`config.mk`:
```
export PLATFORM = sky130hd
export DESIGN_NAME = nmea_lat_lon_field_parser_top
export DESIGN_NICKNAME = d
export VERILOG_FILES = /design/src/hdl/nmea_ll_pkg.sv /design/src/hdl/nmea_ll_line.sv /design/src/hdl/nmea_ll_coord.sv /design/src/hdl/nmea_lat_lon_field_parser_top.sv
export VERILOG_INCLUDE_DIRS = /design/src /design/src/hdl
export SDC_FILE = /design/constraint.sdc
export NUM_CORES = 2
export LEC_CHECK = 0
export ABC_AREA = 1
export BUFFER_PORTS_ARGS = -buffer_cell sky130_fd_sc_hd__buf_2
export CAP_MARGIN = 30
export CORE_UTILIZATION = 50
export DETAILED_ROUTE_END_ITERATION = 8
export PLACE_DENSITY = 0.72
export SLEW_MARGIN = 20
export SYNTH_ARGS = -nofsm -noshare
export SYNTH_HDL_FRONTEND = slang
export SYNTH_HIERARCHICAL = 1
export SYNTH_SLANG_ARGS = --single-unit
```
`constraint.sdc`:
```
create_clock -name clk -period 30.2 [get_ports clk]
set_clock_uncertainty 0.2 [all_clocks]
set_input_delay 3.02 -clock clk [delete_from_list [all_inputs] [get_ports clk]]
set_output_delay 3.02 -clock clk [all_outputs]
set_load 0.1 [all_outputs]
```
`src/hdl/nmea_lat_lon_field_parser_top_macros.svh`:
```
// Assertion macros shared by the NMEA latitude and longitude parser modules.
`ifndef NMEA_LAT_LON_FIELD_PARSER_TOP_MACROS_SVH
`define NMEA_LAT_LON_FIELD_PARSER_TOP_MACROS_SVH

// The condition must hold at every clock edge outside reset.
`define NMEA_LL_ASSERT_ALWAYS(lbl, expr, msg) \
	lbl: assert property (@(posedge clk) disable iff (!arst_n) (expr)) else $error(msg);

// The consequent must hold in the cycle after the antecedent.
`define NMEA_LL_ASSERT_NEXT(lbl, ante, cons, msg) \
	lbl: assert property (@(posedge clk) disable iff (!arst_n) (ante) |=> (cons)) else $error(msg);

// The consequent must hold in the same cycle as the antecedent.
`define NMEA_LL_ASSERT_SAME(lbl, ante, cons, msg) \
	lbl: assert property (@(posedge clk) disable iff (!arst_n) (ante) |-> (cons)) else $error(msg);

`endif

```
`src/hdl/nmea_ll_pkg.sv`:
```
// Types, constants and helper functions of the NMEA latitude and longitude parser.
package nmea_ll_pkg;

	localparam int FRAC_DIGITS_DEF = 4;
	localparam int MAX_LINE_DEF = 100;

	localparam int CHAR_W = 8;
	localparam int MAG_W = 30;
	localparam int VAL_W = 31;
	localparam int FRAC_CNT_W = 3;
	localparam int FIELD_W = 4;
	localparam int POW10_W = 20;
	localparam int PROD_W = MAG_W + POW10_W;
	localparam int S_DATA_W = 8;
	localparam int M_DATA_W = 72;

	localparam logic [MAG_W-1:0] MAG_MAX = MAG_W'(999999999);
	localparam logic [MAG_W-1:0] MAG_DIV10 = MAG_W'(99999999);

	localparam logic [CHAR_W-1:0] CH_NL = 8'd10;
	localparam logic [CHAR_W-1:0] CH_CR = 8'd13;
	localparam logic [CHAR_W-1:0] CH_COMMA = 8'h2c;
	localparam logic [CHAR_W-1:0] CH_POINT = 8'h2e;
	localparam logic [CHAR_W-1:0] CH_ZERO = 8'h30;
	localparam logic [CHAR_W-1:0] CH_NINE = 8'h39;
	localparam logic [CHAR_W-1:0] CH_S = 8'h53;
	localparam logic [CHAR_W-1:0] CH_W = 8'h57;

	localparam logic [FIELD_W-1:0] FIELD_LAT = 4'd2;
	localparam logic [FIELD_W-1:0] FIELD_LAT_HEMI = 4'd3;
	localparam logic [FIELD_W-1:0] FIELD_LON = 4'd4;
	localparam logic [FIELD_W-1:0] FIELD_LON_HEMI = 4'd5;
	localparam logic [FIELD_W-1:0] FIELD_MAX = 4'd15;

	typedef struct packed {
		logic clear;
		logic acc_en;
		logic neg_set;
	} coord_ctl_t;

	function automatic logic [POW10_W-1:0] pow10(input logic [FRAC_CNT_W-1:0] k);
		logic [POW10_W-1:0] p;
		case (k)
			3'd0: p = POW10_W'(1);
			3'd1: p = POW10_W'(10);
			3'd2: p = POW10_W'(100);
			3'd3: p = POW10_W'(1000);
			3'd4: p = POW10_W'(10000);
			3'd5: p = POW10_W'(100000);
			3'd6: p = POW10_W'(1000000);
			default: p = '0;
		endcase
		return p;
	endfunction

endpackage

```
`src/hdl/nmea_ll_line.sv`:
```
// Line tracking: comma count, field start flag and line length, with per-coordinate control.
module nmea_ll_line #(
	parameter int MaxLine = nmea_ll_pkg::MAX_LINE_DEF
) (
	input  logic                                 clk,
	input  logic                                 arst_n,
	input  logic                                 process,
	input  logic [nmea_ll_pkg::CHAR_W-1:0]       rx_char,
	output nmea_ll_pkg::coord_ctl_t              lat_ctl,
	output nmea_ll_pkg::coord_ctl_t              lon_ctl,
	output logic [nmea_ll_pkg::FIELD_W-1:0]      fields_seen
);
	import nmea_ll_pkg::*;

	localparam int LenW = $clog2(MaxLine + 1);

	logic [FIELD_W-1:0] field_q;
	logic               start_q;
	logic [LenW-1:0]    len_q;
	logic               is_nl;
	logic               counted;
	logic               is_comma;
	logic               body;

	assign is_nl = (rx_char == CH_NL);
	assign counted = process && !is_nl && (rx_char != CH_CR) && (len_q < LenW'(MaxLine));
	assign is_comma = (rx_char == CH_COMMA);
	assign body = counted && !is_comma;

	always_comb begin
		lat_ctl.clear = process && is_nl;
		lon_ctl.clear = process && is_nl;
		lat_ctl.acc_en = body && (field_q == FIELD_LAT);
		lon_ctl.acc_en = body && (field_q == FIELD_LON);
		lat_ctl.neg_set = body && start_q && (field_q == FIELD_LAT_HEMI) && (rx_char == CH_S);
		lon_ctl.neg_set = body && start_q && (field_q == FIELD_LON_HEMI) && (rx_char == CH_W);
	end

	assign fields_seen = field_q;

	always_ff @(posedge clk or negedge arst_n) begin
		if (!arst_n) begin
			field_q <= '0;
			start_q <= 1'b1;
			len_q <= '0;
		end else if (process && is_nl) begin
			field_q <= '0;
			start_q <= 1'b1;
			len_q <= '0;
		end else if (counted) begin
			len_q <= len_q + LenW'(1);
			if (is_comma) begin
				if (field_q != FIELD_MAX) begin
					field_q <= field_q + FIELD_W'(1);
				end
				start_q <= 1'b1;
			end else begin
				start_q <= 1'b0;
			end
		end
	end

endmodule

```
`src/hdl/nmea_ll_coord.sv`:
```
// One coordinate accumulator: decimal digits to a saturating fixed-point magnitude and sign.
`include "nmea_lat_lon_field_parser_top_macros.svh"

module nmea_ll_coord #(
	parameter int FracDigits = nmea_ll_pkg::FRAC_DIGITS_DEF
) (
	input  logic                             clk,
	input  logic                             arst_n,
	input  nmea_ll_pkg::coord_ctl_t          ctl,
	input  logic [nmea_ll_pkg::CHAR_W-1:0]   rx_char,
	output logic [nmea_ll_pkg::VAL_W-1:0]    value
);
	import nmea_ll_pkg::*;

	logic [MAG_W-1:0]      mag_q;
	logic [FRAC_CNT_W-1:0] frac_q;
	logic                  point_q;
	logic                  neg_q;
	logic                  is_digit;
	logic                  take_digit;
	logic [MAG_W-1:0]      mag_next;
	logic [MAG_W-1:0]      times_ten;
	logic [FRAC_CNT_W-1:0] pad_count;
	logic [PROD_W-1:0]     padded;
	logic [MAG_W-1:0]      mag_sat;
	logic [VAL_W-1:0]      mag_ext;

	assign is_digit = (rx_char >= CH_ZERO) && (rx_char <= CH_NINE);
	assign take_digit = is_digit && (!point_q || (frac_q < FRAC_CNT_W'(FracDigits)));

	always_comb begin
		times_ten = (mag_q << 3) + (mag_q << 1) + MAG_W'(rx_char[3:0]);
		if (mag_q > MAG_DIV10) begin
			mag_next = MAG_MAX;
		end else if (times_ten > MAG_MAX) begin
			mag_next = MAG_MAX;
		end else begin
			mag_next = times_ten;
		end
	end

	// Missing fraction digits are filled in by one scale by a power of ten.
	assign pad_count = FRAC_CNT_W'(FracDigits) - frac_q;
	assign padded = PROD_W'(mag_q) * PROD_W'(pow10(pad_count));
	assign mag_sat = (padded > PROD_W'(MAG_MAX)) ? MAG_MAX : padded[MAG_W-1:0];
	assign mag_ext = {1'b0, mag_sat};
	assign value = neg_q ? (VAL_W'(0) - mag_ext) : mag_ext;

	always_ff @(posedge clk or negedge arst_n) begin
		if (!arst_n) begin
			mag_q <= '0;
			frac_q <= '0;
			point_q <= 1'b0;
			neg_q <= 1'b0;
		end else if (ctl.clear) begin
			mag_q <= '0;
			frac_q <= '0;
			point_q <= 1'b0;
			neg_q <= 1'b0;
		end else begin
			if (ctl.acc_en) begin
				if (take_digit) begin
					mag_q <= mag_next;
					if (point_q) begin
						frac_q <= frac_q + FRAC_CNT_W'(1);
					end
				end else if (rx_char == CH_POINT) begin
					point_q <= 1'b1;
				end
			end
			if (ctl.neg_set) begin
				neg_q <= 1'b1;
			end
		end
	end

	`NMEA_LL_ASSERT_ALWAYS(a_mag_range, mag_q <= MAG_MAX, "Magnitude above saturation limit.")
	`NMEA_LL_ASSERT_ALWAYS(a_frac_range, frac_q <= FRAC_CNT_W'(FracDigits), "Too many fraction digits.")
	`NMEA_LL_ASSERT_SAME(a_frac_point, !point_q, frac_q == '0, "Fraction digits without a point.")

endmodule

```
`src/hdl/nmea_lat_lon_field_parser_top.sv`:
```
// Top level of the NMEA latitude and longitude field parser.
//
// Channel  Direction  Carries
// s_*      in         one received character per request
// m_*      out        latitude, longitude and comma count, one request per newline
//
// Each character is taken into an input register and processed from there; results
// appear in the cycle after the newline is processed. A new character can be accepted
// every cycle unless the input stalls, which it does only while a newline waits and the
// output register still holds a result. Reset clears the line state and both valid flags.
`include "nmea_lat_lon_field_parser_top_macros.svh"

module nmea_lat_lon_field_parser_top #(
	parameter int FracDigits = nmea_ll_pkg::FRAC_DIGITS_DEF,
	parameter int MaxLine = nmea_ll_pkg::MAX_LINE_DEF
) (
	input  logic                               clk,
	input  logic                               arst_n,
	input  logic                               s_tvalid,
	output logic                               s_tready,
	// rx_char[7:0]
	input  logic [nmea_ll_pkg::S_DATA_W-1:0]   s_tdata,
	output logic                               m_tvalid,
	input  logic                               m_tready,
	// latitude_value[30:0], longitude_value[61:31], fields_seen[65:62], zeros[71:66]
	output logic [nmea_ll_pkg::M_DATA_W-1:0]   m_tdata
);
	import nmea_ll_pkg::*;

	logic                  valid_s1;
	logic [CHAR_W-1:0]     char_s1;
	logic                  is_nl;
	logic                  proceed;
	coord_ctl_t            lat_ctl;
	coord_ctl_t            lon_ctl;
	logic [FIELD_W-1:0]    fields_seen;
	logic [VAL_W-1:0]      lat_value;
	logic [VAL_W-1:0]      lon_value;
	logic [VAL_W-1:0]      lat_q;
	logic [VAL_W-1:0]      lon_q;
	logic [FIELD_W-1:0]    fields_q;
	logic                  out_valid_q;

	assign is_nl = (char_s1 == CH_NL);
	assign proceed = valid_s1 && (!is_nl || !out_valid_q || m_tready);
	assign s_tready = !valid_s1 || proceed;

	always_ff @(posedge clk or negedge arst_n) begin
		if (!arst_n) begin
			valid_s1 <= 1'b0;
		end else if (s_tvalid && s_tready) begin
			valid_s1 <= 1'b1;
		end else if (proceed) begin
			valid_s1 <= 1'b0;
		end
	end

	always_ff @(posedge clk) begin
		if (s_tvalid && s_tready) begin
			char_s1 <= s_tdata[CHAR_W-1:0];
		end
	end

	nmea_ll_line #(
		.MaxLine(MaxLine)
	) u_line (
		.clk(clk),
		.arst_n(arst_n),
		.process(proceed),
		.rx_char(char_s1),
		.lat_ctl(lat_ctl),
		.lon_ctl(lon_ctl),
		.fields_seen(fields_seen)
	);

	nmea_ll_coord #(
		.FracDigits(FracDigits)
	) u_lat (
		.clk(clk),
		.arst_n(arst_n),
		.ctl(lat_ctl),
		.rx_char(char_s1),
		.value(lat_value)
	);

	nmea_ll_coord #(
		.FracDigits(FracDigits)
	) u_lon (
		.clk(clk),
		.arst_n(arst_n),
		.ctl(lon_ctl),
		.rx_char(char_s1),
		.value(lon_value)
	);

	always_ff @(posedge clk or negedge arst_n) begin
		if (!arst_n) begin
			out_valid_q <= 1'b0;
		end else if (proceed && is_nl) begin
			out_valid_q <= 1'b1;
		end else if (m_tready) begin
			out_valid_q <= 1'b0;
		end
	end

	always_ff @(posedge clk) begin
		if (proceed && is_nl) begin
			lat_q <= lat_value;
			lon_q <= lon_value;
			fields_q <= fields_seen;
		end
	end

	assign m_tvalid = out_valid_q;
	assign m_tdata = {(M_DATA_W - 2 * VAL_W - FIELD_W)'(0), fields_q, lon_q, lat_q};

	`NMEA_LL_ASSERT_NEXT(a_nl_result, proceed && is_nl, m_tvalid, "Newline gave no result.")
	`NMEA_LL_ASSERT_NEXT(a_hold_s1, valid_s1 && !proceed, valid_s1 && $stable(char_s1), "Held character lost.")
	`NMEA_LL_ASSERT_SAME(a_nl_stall, valid_s1 && is_nl && m_tvalid && !m_tready, !s_tready, "Input taken while newline blocked.")

endmodule

```
==> results summary <==
Clock-pin slew was measured on the worst setup and hold paths at 0.08 ns. The number of gates given a new drive strength after cts is 0. Buffers inserted to repair hold after CTS numbered 0. The synthesized instance count is 7227.

The standard cell with the maximum stage delay on the critical path is clkinv_1. The final hold violation count came out at 0. The post-synthesis adder-cell area fraction is 0.459.

The number of antenna-violating nets in the routed design is 0. The share of the Yosys chip area taken by registers is 0.0827. The reported leakage power is 30.9 nW. The final layout contains 8616 nets. The die outline width came out at 325 um. The die footprint came out at 106000 um^2.

The min-delay analysis places its worst path in the category register to register. Setup repair after global routing left no endpoint under its margin. The initial utilization of the core area, before any placement, comes to 0.504.

Summed over all failing endpoints, the final setup total negative slack is 0 ns. The share of the clock period used by the worst path after layout came out at 0.424. Of the total synthesized cell area, the portion taken by AND, OR, NAND and NOR gates is 0.257.

After detailed placement, the total cell area comes to 54000 um^2. The leftover overflow at the end of global routing came out at 0. In the synthesized netlist the async set-or-reset flop fraction comes to 0.532.

The number of clock sinks came out at 158. In the final layout, the share of cells above drive strength 1 is 0.0423. Using the TritonRoute via totals, the vias-per-cell ratio works out to 5.33.

The buffer levels on the longest clock path came out at 2. The iteration count of the initial detailed-routing pass came out at 6. The die is 325 um tall. The flip-flop and latch count after synthesis came out at 158. The row count came out at 118.

The number of H-tree levels is 4. The final cell utilization of the core came out at 0.527. The via count of the first global-routing pass is 46.9k.

The average wire length per cell after detail routing is 18.7 um. For this run, design rule violations remaining after detail routing come to 0. The number of warnings issued by yosys came out at 6.

The number of top-level design ports came out at 86. The total number of vias is 45.9k. The largest single stage delay on the critical path is 0.66 ns. By startpoint and endpoint, the worst setup path is classified as register to register. The transition at the pin with the smallest max-transition slack is 0.974 ns. Counting flops with a built-in enable in the synthesized netlist gives 74. The compound-gate portion of the synthesized area came to 0.0362. The clock insertion delay at the later pin of the skew report is 0.51 ns. The cell at the root of the clock tree is clkbuf_16.

Measured against the total synthesized area, the mux share comes to 0. The final number of max-transition violations came out at 0. The dominant combinational cell family by area after synthesis is adder cells. The sort of element at the end of the critical path is a register. The post-CTS setup buffer count is 0. The post-layout total power came out at 5.92 mW.

The final wirelength came out at 161 mm. The maximum frequency from static timing analysis is 78.1 MHz. The post-synthesis cell type count came out at 59. TritonCTS built the clock tree. The core region is 104000 um^2.

For this run, the leading register cell type out of synthesis is dfrtp_1. Compared with the post-synthesis result, the final layout area differs by 4.55%. The pin count of the biggest net entering global routing came out at 57. The weighted congestion at the end of routability-driven global placement is 1.01. The worst path in the final design needs a cycle of 12.80 ns, including I/O delays and setup.

The finished cells cover 54700 um^2. The number of clock buffers inserted by TritonCTS is 17. The most used cell along the critical path is nand2_1. The arrival time of data at the critical path endpoint came out at 12.86 ns.

The power per cell area came out at 108 nW/um^2. VDD sags by at most 0.235 mV. The number of max-cap violations came out at 0. The maximum fanout count along the critical path is 29.

The overall fraction of global-route tracks in use came out at 0.312. The worst slew margin relative to its limit came out at 0.350. The sort of element at the start of the critical path is a register. The first-pass GRT wire length is 257 mm.

The mapped netlist covers 52300 um^2. The final number of setup-violating endpoints came out at 0. The worst path required time is 30.26 ns. The half-perimeter wire length of the detailed placement result is 137 mm. A synthesized cell averages 7.23 um^2. The number of port buffers came out at 79. The flow ran to the end, and the final reports show no timing, DRC or antenna violations. The count of routing violations after the opening detailed-route iteration came out at 4309. The initial antenna violation count came out at 0.

The area share of xor/xnor cells in the synthesized design came out at 0.0188.
## stage by stage
step | hold slack [ns] | std cells | setup WS (ns)
3_3_place_gp | 0.260 | 8574 | 18.11
4_1_cts | 0.279 | 8608 | 17.71
5_1_grt | 0.326 | 8610 | 16.74
6_report | 0.283 | 8611 | 17.40
2_1_floorplan | 0.247 | 7232 | 20.44
3_5_place_dp | 0.267 | 8576 | 17.74
## critical path: cells and delay by family (launching register included)
kind                       cells  cell delay [ns]
adders and majority gates     11             4.62
and+or+nand+nor               27             4.39
buffers and inverters         15             2.90
DFF                            1             0.41
## placed cells by master, fill, tap and decap left out, types with 79 or more instances in the layout
cell / n
inv_1: 1792
nand2_1: 1720
nor2_1: 943
fa_1: 884
ha_1: 503
nand3_1: 241
a21oi_1: 160
nand4_1: 123
o21ai_0: 110
dfrtp_1: 83
buf_2: 79
## power breakdown
part | internal (mW) | switching (mW) | leakage, nW
clock | 0.115 | 0.123 | 0.304
sequential | 0.232 | 0.0232 | 1.61
combinational | 1.75 | 3.68 | 29.0
## layout make-up
cell class	instances	area, um^2
Fill cell	10200	49000
Multi-Input combinational cell	5071	40300
Inverter	1846	6930
Sequential cell	158	4330
Tap cell	1380	1730
Timing Repair Buffer	123	737
Clock buffer	17	425
Clock inverter	15	201
Antenna cell	1	2.50
## Yosys cell counts (all sizes together) (77+ instances only)
master,number,area share
fa,884,0.34
clkbuf,121,0.0087
a21oi,164,0.016
nand3,254,0.026
xor2,77,0.013
ha,503,0.12
o21ai,121,0.012
nor2,979,0.073
inv,1819,0.13
nand2,1765,0.13
dfrtp,83,0.040
nand4,134,0.017
## final timing paths
path                                      start         endpoint  slack, ns  cells after the start
max in group asynchronous                arst_n  u_lon/frac_q[1]      26.40                      2
min in group asynchronous                arst_n         valid_s1       2.30                      1
worst min register to register   u_line/start_q   u_line/start_q       0.28                      2
worst max register to register  u_lat/frac_q[0]        lat_q[30]      17.40                     53
worst max-delay path            u_lat/frac_q[0]        lat_q[30]      17.40                     53
worst min-delay path             u_line/start_q   u_line/start_q       0.28                      2
## registers in the layout (all words and copies together), names as in the netlist, 3 cells and up
name and flops:
fields_q 4, char_s1 8, u_lat/mag_q 30, u_lon/mag_q 30
u_line/len_q 7, u_line/fields_seen 4, u_lon/frac_q 3, u_lat/frac_q 3
lon_q 31, lat_q 31
## kinds of logic (layout without fill, tap and decap cells)
| group | Yosys count | after routing |
|---|---|---|
| simple gates | 3225 | 3225 |
| xor+xnor | 109 | 109 |
| fa+ha+maj | 1387 | 1387 |
| other cells | 1 | 7 |
| compound gates | 344 | 344 |
| buf+inv | 2003 | 2001 |
| flops | 158 | 158 |
## layer usage
layer | up-vias | routed length, um | GRT usage
met5 | - | 0 | 0
met3 | 429 | 13300 | 0.0536
met4 | 0 | 7480 | 0.132
met1 | 22200 | 67000 | 0.409
met2 | 1910 | 73300 | 0.510
li1 | 21400 | - | -
Note: power is estimated with default switching activity, not from simulation.
